[src/design/dcsm_pkg.sv]
// Shared types, constants and the segment table for the decimal counter display.
package dcsm_pkg;

   localparam int NUM_DIGITS = 4;
   localparam int DIGIT_BITS = 4;
   localparam int COUNT_BITS = 14;
   localparam int SCAN_BITS  = 2;

   localparam logic [COUNT_BITS-1:0] COUNT_MAX = 14'd9999;
   localparam logic [DIGIT_BITS-1:0] DIGIT_TOP = 4'd9;

   localparam logic [1:0] CSR_STEP_MS    = 2'd0;
   localparam logic [1:0] CSR_WRAP_LIMIT = 2'd1;
   localparam logic [1:0] CSR_DIGIT_MS   = 2'd2;

   localparam logic [15:0] STEP_MS_RESET    = 16'd50;
   localparam logic [13:0] WRAP_LIMIT_RESET = 14'd1999;
   localparam logic [7:0]  DIGIT_MS_RESET   = 8'd2;

   localparam logic [SCAN_BITS-1:0] UNITS_POS = 2'd0;

   typedef struct packed {
      logic carry;
      logic clear;
   } up_link_type;

   function automatic logic [7:0] seg_encode(input logic [DIGIT_BITS-1:0] d);
      logic [7:0] s;
      case (d)
         4'd0: s = 8'h3F;
         4'd1: s = 8'h06;
         4'd2: s = 8'h5B;
         4'd3: s = 8'h4F;
         4'd4: s = 8'h66;
         4'd5: s = 8'h6D;
         4'd6: s = 8'h7D;
         4'd7: s = 8'h07;
         4'd8: s = 8'h7F;
         4'd9: s = 8'h6F;
         default: s = 8'h00;
      endcase
      return s;
   endfunction

endpackage

[src/design/dcsm_digit_cell.sv]
// One decimal digit cell: holds a digit, passes carry up and leading-zero blanking down.
module dcsm_digit_cell (
   input  logic                           clock,
   input  logic                           reset,
   input  dcsm_pkg::up_link_type          up_in,
   input  logic                           blank_in,
   output dcsm_pkg::up_link_type          up_out,
   output logic                           blank_out,
   output logic [dcsm_pkg::DIGIT_BITS-1:0] digit_next,
   output logic [dcsm_pkg::DIGIT_BITS-1:0] digit
);

   logic [dcsm_pkg::DIGIT_BITS-1:0] digit_ff;
   logic [dcsm_pkg::DIGIT_BITS-1:0] digit_in;
   logic                            at_top;

   always_comb begin
      at_top = (digit_ff == dcsm_pkg::DIGIT_TOP);
      if (up_in.clear) begin
         digit_in = '0;
      end else if (up_in.carry) begin
         digit_in = at_top ? '0 : digit_ff + 4'd1;
      end else begin
         digit_in = digit_ff;
      end
      up_out.carry = up_in.carry && at_top;
      up_out.clear = up_in.clear;
      blank_out    = blank_in && (digit_in == '0);
   end

   always_ff @(posedge clock) begin
      if (reset) begin
         digit_ff <= '0;
      end else begin
         digit_ff <= digit_in;
      end
   end

   assign digit_next = digit_in;
   assign digit      = digit_ff;

endmodule

[src/design/decimal_counter_sevenseg_mux_top.sv]
// Top level of the multiplexed four-digit decimal counter with seven-segment scan.
// An accepted item's result is in the output register in the cycle after it is accepted.
// Throughput: one item per cycle while the output register is empty or being drained.
// The output register takes a new item whenever it is empty or being drained.
// Reset clears the count, both timers, the scan pointer and the output valid flag,
// and loads the configuration registers with their defaults; no clearing pass.
module decimal_counter_sevenseg_mux_top (
   input  logic        clock,
   input  logic        reset,
   input  logic        req_tvalid,
   output logic        req_tready,
   input  logic [7:0]  req_tdata,   // [0] tick, [7:1] zero
   output logic        rsp_tvalid,
   input  logic        rsp_tready,
   output logic [31:0] rsp_tdata,   // [7:0] segments, [11:8] digit_enable_n, [25:12] count_value
   input  logic        csr_we,
   input  logic [1:0]  csr_index,
   input  logic [15:0] csr_wdata
);

   localparam int ND = dcsm_pkg::NUM_DIGITS;
   localparam int DB = dcsm_pkg::DIGIT_BITS;
   localparam int CB = dcsm_pkg::COUNT_BITS;
   localparam int SB = dcsm_pkg::SCAN_BITS;

   logic [15:0]   step_ms_ff;
   logic [13:0]   wrap_limit_ff;
   logic [7:0]    digit_ms_ff;

   logic [CB-1:0] count_ff, count_in;
   logic [15:0]   step_timer_ff, step_timer_in;
   logic [7:0]    dwell_ff, dwell_in;
   logic [SB-1:0] scan_ff, scan_in;

   logic          rsp_valid_ff;
   logic [7:0]    seg_ff;
   logic [3:0]    den_ff;
   logic [CB-1:0] cnt_ff;

   logic          accept;
   logic          tick_act;
   logic [16:0]   elapsed;
   logic [8:0]    dwell_sum;
   logic          advance;
   logic [CB-1:0] limit;
   logic          wrap;
   logic          blank_sel;
   logic [7:0]    seg_next;

   dcsm_pkg::up_link_type up_chain [ND+1];
   logic                  blank_chain [ND+1];
   logic [DB-1:0]         digit_next [ND];
   logic [DB-1:0]         digit_now [ND];

   assign req_tready = !rsp_valid_ff || rsp_tready;
   assign accept     = req_tvalid && req_tready;
   assign tick_act   = accept && req_tdata[0];

   always_ff @(posedge clock) begin
      if (reset) begin
         step_ms_ff    <= dcsm_pkg::STEP_MS_RESET;
         wrap_limit_ff <= dcsm_pkg::WRAP_LIMIT_RESET;
         digit_ms_ff   <= dcsm_pkg::DIGIT_MS_RESET;
      end else if (csr_we) begin
         case (csr_index)
            dcsm_pkg::CSR_STEP_MS:    step_ms_ff    <= csr_wdata;
            dcsm_pkg::CSR_WRAP_LIMIT: wrap_limit_ff <= csr_wdata[13:0];
            dcsm_pkg::CSR_DIGIT_MS:   digit_ms_ff   <= csr_wdata[7:0];
            default: ;
         endcase
      end
   end

   always_comb begin
      elapsed   = {1'b0, step_timer_ff} + 17'd1;
      advance   = tick_act && (elapsed > {1'b0, step_ms_ff});
      limit     = (wrap_limit_ff > dcsm_pkg::COUNT_MAX) ? dcsm_pkg::COUNT_MAX : wrap_limit_ff;
      wrap      = (count_ff >= limit);
      count_in  = count_ff;
      step_timer_in = step_timer_ff;
      if (advance) begin
         count_in      = wrap ? '0 : count_ff + 14'd1;
         step_timer_in = '0;
      end else if (tick_act) begin
         step_timer_in = elapsed[15:0];
      end

      dwell_sum = {1'b0, dwell_ff} + 9'd1;
      dwell_in  = dwell_ff;
      scan_in   = scan_ff;
      if (tick_act) begin
         if (dwell_sum >= {1'b0, digit_ms_ff}) begin
            dwell_in = '0;
            scan_in  = scan_ff + 2'd1;
         end else begin
            dwell_in = dwell_sum[7:0];
         end
      end
   end

   assign up_chain[0]     = {advance && !wrap, advance && wrap};
   assign blank_chain[ND] = 1'b1;

   always_comb begin
      blank_sel = blank_chain[{1'b0, scan_ff}] && (scan_ff != dcsm_pkg::UNITS_POS);
      seg_next  = blank_sel ? 8'h00 : dcsm_pkg::seg_encode(digit_next[scan_ff]);
   end

   for (genvar k = 0; k < ND; k++) begin : g_cell
      dcsm_digit_cell u_cell (
         .clock      (clock),
         .reset      (reset),
         .up_in      (up_chain[k]),
         .blank_in   (blank_chain[k+1]),
         .up_out     (up_chain[k+1]),
         .blank_out  (blank_chain[k]),
         .digit_next (digit_next[k]),
         .digit      (digit_now[k])
      );
   end

   always_ff @(posedge clock) begin
      if (reset) begin
         count_ff      <= '0;
         step_timer_ff <= '0;
         dwell_ff      <= '0;
         scan_ff       <= '0;
         rsp_valid_ff  <= 1'b0;
      end else begin
         count_ff      <= count_in;
         step_timer_ff <= step_timer_in;
         dwell_ff      <= dwell_in;
         scan_ff       <= scan_in;
         if (accept) begin
            rsp_valid_ff <= 1'b1;
         end else if (rsp_tready) begin
            rsp_valid_ff <= 1'b0;
         end
      end
   end

   always_ff @(posedge clock) begin
      if (accept) begin
         seg_ff <= seg_next;
         den_ff <= ~(4'b0001 << scan_ff);
         cnt_ff <= count_in;
      end
   end

   assign rsp_tvalid = rsp_valid_ff;
   assign rsp_tdata  = {6'b0, cnt_ff, den_ff, seg_ff};

   // The binary count and the digit cells must always agree.
   assert property (@(posedge clock) disable iff (reset)
      count_ff == (CB'(digit_now[3]) * 14'd1000 + CB'(digit_now[2]) * 14'd100
                   + CB'(digit_now[1]) * 14'd10 + CB'(digit_now[0])))
      else $error("binary count and digit cells disagree");

   // The count wraps before the thousands digit can carry out.
   assert property (@(posedge clock) disable iff (reset) !up_chain[ND].carry)
      else $error("carry out of the thousands digit");

   // Without an accepted item the counter state holds.
   assert property (@(posedge clock) disable iff (reset)
      !accept |=> ($stable(count_ff) && $stable(scan_ff) && $stable(step_timer_ff)))
      else $error("counter state changed without an item");

   // A result always enables exactly one digit and leaves bit 7 clear.
   assert property (@(posedge clock) disable iff (reset)
      rsp_valid_ff |-> ($onehot(~den_ff) && !seg_ff[7]))
      else $error("bad digit enable or segment byte");

endmodule
[config.mk]
export PLATFORM = sky130hd
export DESIGN_NAME = decimal_counter_sevenseg_mux_top
export DESIGN_NICKNAME = d
export VERILOG_FILES = /design/src/design/dcsm_pkg.sv /design/src/design/dcsm_digit_cell.sv /design/src/design/decimal_counter_sevenseg_mux_top.sv
export SDC_FILE = /design/constraint.sdc
export NUM_CORES = 1
export LEC_CHECK = 0
export BUFFER_PORTS_ARGS = -buffer_cell sky130_fd_sc_hd__clkbuf_2
export CAP_MARGIN = 20
export CORE_AREA = 10 10 164 166
export CTS_BUF_LIST = sky130_fd_sc_hd__clkbuf_8
export DETAILED_ROUTE_END_ITERATION = 8
export DIE_AREA = 0 0 174 176
export GPL_TIMING_DRIVEN = 0
export HOLD_SLACK_MARGIN = 0.03
export PLACE_DENSITY = 0.45
export SLEW_MARGIN = 20
export SYNTH_ARGS = -nofsm -noshare
export SYNTH_HDL_FRONTEND = slang
export SYNTH_SLANG_ARGS = --single-unit
[constraint.sdc]
create_clock -name clock -period 7.85 [get_ports clock]
set_input_delay 0.3925 -clock clock [delete_from_list [all_inputs] [get_ports clock]]
set_output_delay 0.3925 -clock clock [all_outputs]
set_load 0.01 [all_outputs]
==> flow_summary.yaml <==
pwr:
  power_density_nw_per_um2: 168.1
  leakagePower_nw: 3.345
  p_total_mw: 1.355
  ir_drop_mv: 0.09026
floorplanning:
  core_um2: 23820
  fp.dieW_um: 174
  ios: 65
  dieArea_um2: 30620
  dieHeight_um: 176
  rows: 57
  initial_core_util_pct: 29.25
cts:
  cts_hold_buf: 0
  cts_tree: "built"
  clk_latency_ns: 0.45
  cts_setup_buffers: 0
  cts_buffers: 17
  cts_root_buffer: "clkbuf_8"
  clock_sinks: 120
  ctsHtreeMaxLevel: 4
  ctsResizeCount: 0
  clock_path_buffers: 2
  cts.reportedPaths.clkPinSlew_ns: 0.08
final_layout:
  drive_gt1_share_pct: 12.54
  diodes: 0
  fill_cells: 2610
  area_delta_synth_final_pct: 15.75
  nets: 986
synth:
  synth_top_area_share_pct: 27.29
  synth_flop_cell: "dfxtp_1"
  synth-async-reset-ratio_pct: 0
  synth_warnings: 0
  synth-edff-count: 25
  synth_area_leaders: "dfxtp_1 (27%), edfxtp_1 (11%), ha_1 (9.2%)"
  netlist_area_um2: 6968
  yosysUniqueCellTypes: 71
  avgSynthCellArea_um2: 8.405
  ys_ff_latch: 120
  yosys.area.top_type: "dfxtp_1"
  seq_area_frac_synth_pct: 38.07
  synth_cells: 829
placement:
  dp_slack_ns: 1.998
  hpwl_mm: 14.46
  io_buffers: 50
  gp_congestion: 0.8398
timing:
  layout_min_cycle_time_ns: 5.925
  period_share_pct: 75.48
  max_slew_margin_pct: 31.55
  finalHoldViolCount: 0
  setup_viol: 0
  final.setup.tns_ns: 0
  hold_slack_ns: 0.1773
  rsz0062_at_grt: "false"
  finalClockSkew_ns: 0.007704
  finalWorstSetupSlack_ns: 1.925
  drv_slew: 0
  fmax_mhz: 168.8
  worst_slew_pin_slew_ns: 1.025
routing:
  drt-initial-drc-count: 219
  drc: 0
  vias: 5910
  wl_per_cell_um: 15.62
  drt_pass1_iterations: 4
  wirelength_mm: 19.38
  vias_per_cell: 4.762
  drtAntennaViolNets: 0
setup_path:
  critical_path_arrival_ns: 6.23
  cp_common_cell: "nor2_1"
  start_kind: "flop"
  critPathMaxFanout: 10
  crit_type: "reg -> reg"
  crit_chain: "clkbuf_1 -> nand3_1 -> nor2_1 -> and3_1 -> nand2_1 -> nor2_1 -> xor2_1 -> ha_1 -> nand3_2 -> or3_4 -> nor4_2 -> o21ai_0 -> clkbuf_1 -> nor2_1 -> buf_2 -> o21ai_0 -> o31a_1 -> mux4_2 -> inv_1 -> ha_1 -> mux2_4 -> a21oi_1"
  cp.required_ns: 8.15
  cp-end-kind: "flop"
  crit_path_top_delay_cell: "mux4_2"
  critPathMaxStageDelay_ns: 0.56
global_route:
  grt_pass1_vias: 5756
  grt_antenna_before_repair: 0
  track_usage_pct: 12.69
  grt_pass1_wl_mm: 31.36
  grt_max_degree: 27
  overflow: 0
run:
  maxCapViolCount: 0
outcome:
  status: "complete, no violations"
worst_hold_path:
  hold_path_class: "in -> reg"
-- flip-flops by register name, summed over array words and instances, names as in the netlist --
name                 cells
cnt_ff                  14
count_ff                14
den_ff                   4
digit_ms_ff              8
dwell_ff                 8
g_cell.u_cell.digit     16
rsp_tvalid               1
scan_ff                  2
seg_ff                   7
step_ms_ff              16
step_timer_ff           16
wrap_limit_ff           14
-- per-layer routing --
layer | global-route usage, % | part of all wire (%)
met2 | 19.35 | 44
met4 | 4.524 | 1.9
met5 | 0 | 0
met1 | 17.27 | 50
met3 | 2.883 | 4.0
-- final timing paths --
| check | from | cells after the start | end | slack, ns |
|---|---|---|---|---|
| min reg2reg | step_ms_ff[2] | 2 | step_ms_ff[2] | 0.46 |
| max reg2reg | step_timer_ff[8] | 22 | seg_ff[3] | 1.93 |
| max | step_timer_ff[8] | 22 | seg_ff[3] | 1.93 |
| min | req_tvalid | 3 | rsp_tvalid | 0.18 |
-- cell type report --
cell class                 instances  area, µm²  area share (%)
buffer                            48      225.2           2.792
clock buffer                      17      234.0           2.901
clock inverter                    15      177.7           2.203
inverter                          43      161.4           2.001
multi-input combinational        624       3959           49.08
sequential                       120       2653           32.89
tap                              324      405.4           5.026
timing repair buffer              50      250.2           3.103
-- critical path, delay by kind of cell, from the launching register on --
kind,cells,cell delay [ns]
adder cells (fa/ha/maj),2,0.57
XOR/XNOR,1,0.09
multiplexers,2,0.82
flip-flops,1,0.31
AO/OA/AOI/OAI,4,0.75
buffers and inverters,4,1.10
AND/OR/NAND/NOR,9,2.14
-- report_power, final --
group          internal [mW]  total (mW)  switching [mW]
combinational         0.0392       0.105          0.0658
sequential             0.644       0.652         0.00832
clock                  0.315       0.598           0.283
-- per-stage QoR --
stage / instances / area (µm²) / utilization [%]
after floorplan: 835 / 6990 / -
after global placement: 1209 / 7646 / 32.10
after detailed placement: 1209 / 7649 / 32.11
after CTS: 1241 / 8060 / 33.84
after global routing: 1241 / 8065 / 33.86
final: 1241 / 8065 / 33.86
-- Yosys cell counts, drive strengths merged, types with 4 or more instances --
library cell and number:
a2111oi 5, a211o 6, a211oi 5, a21o 11
a21oi 55, a221oi 4, a22oi 5, a31oi 6
and2 5, and3 14, buf 16, clkbuf 32
dfxtp 95, edfxtp 25, ha 51, inv 42
mux2i 12, nand2 113, nand2b 8, nand3 28
nand3b 16, nand4 8, nor2 91, nor2b 12
nor3 15, nor3b 4, o211ai 4, o21ai 38
or3 8, xnor2 23, xor2 22
-- cell usage in the layout (no fill, tap or decap), types with 23 or more instances in the layout --
cell / count
o21ai_0: 38
a21oi_1: 54
edfxtp_1: 25
nand3_1: 27
ha_1: 51
clkbuf_2: 50
clkbuf_1: 32
nor2_1: 91
nand2_1: 113
inv_1: 42
xnor2_1: 23
dfxtp_1: 95
-- cell families after synthesis --
logic type      Yosys count  share of synthesized area (%)
xor+xnor                 45                          5.656
mux                      16                          2.640
buf+inv                  91                          5.549
fa+ha+maj                51                          9.158
flops                   120                          38.07
compound gates          166                          15.43
simple gates            339                          23.45
other cells               1                        0.05382
Note: power is estimated with default switching activity, not from simulation.
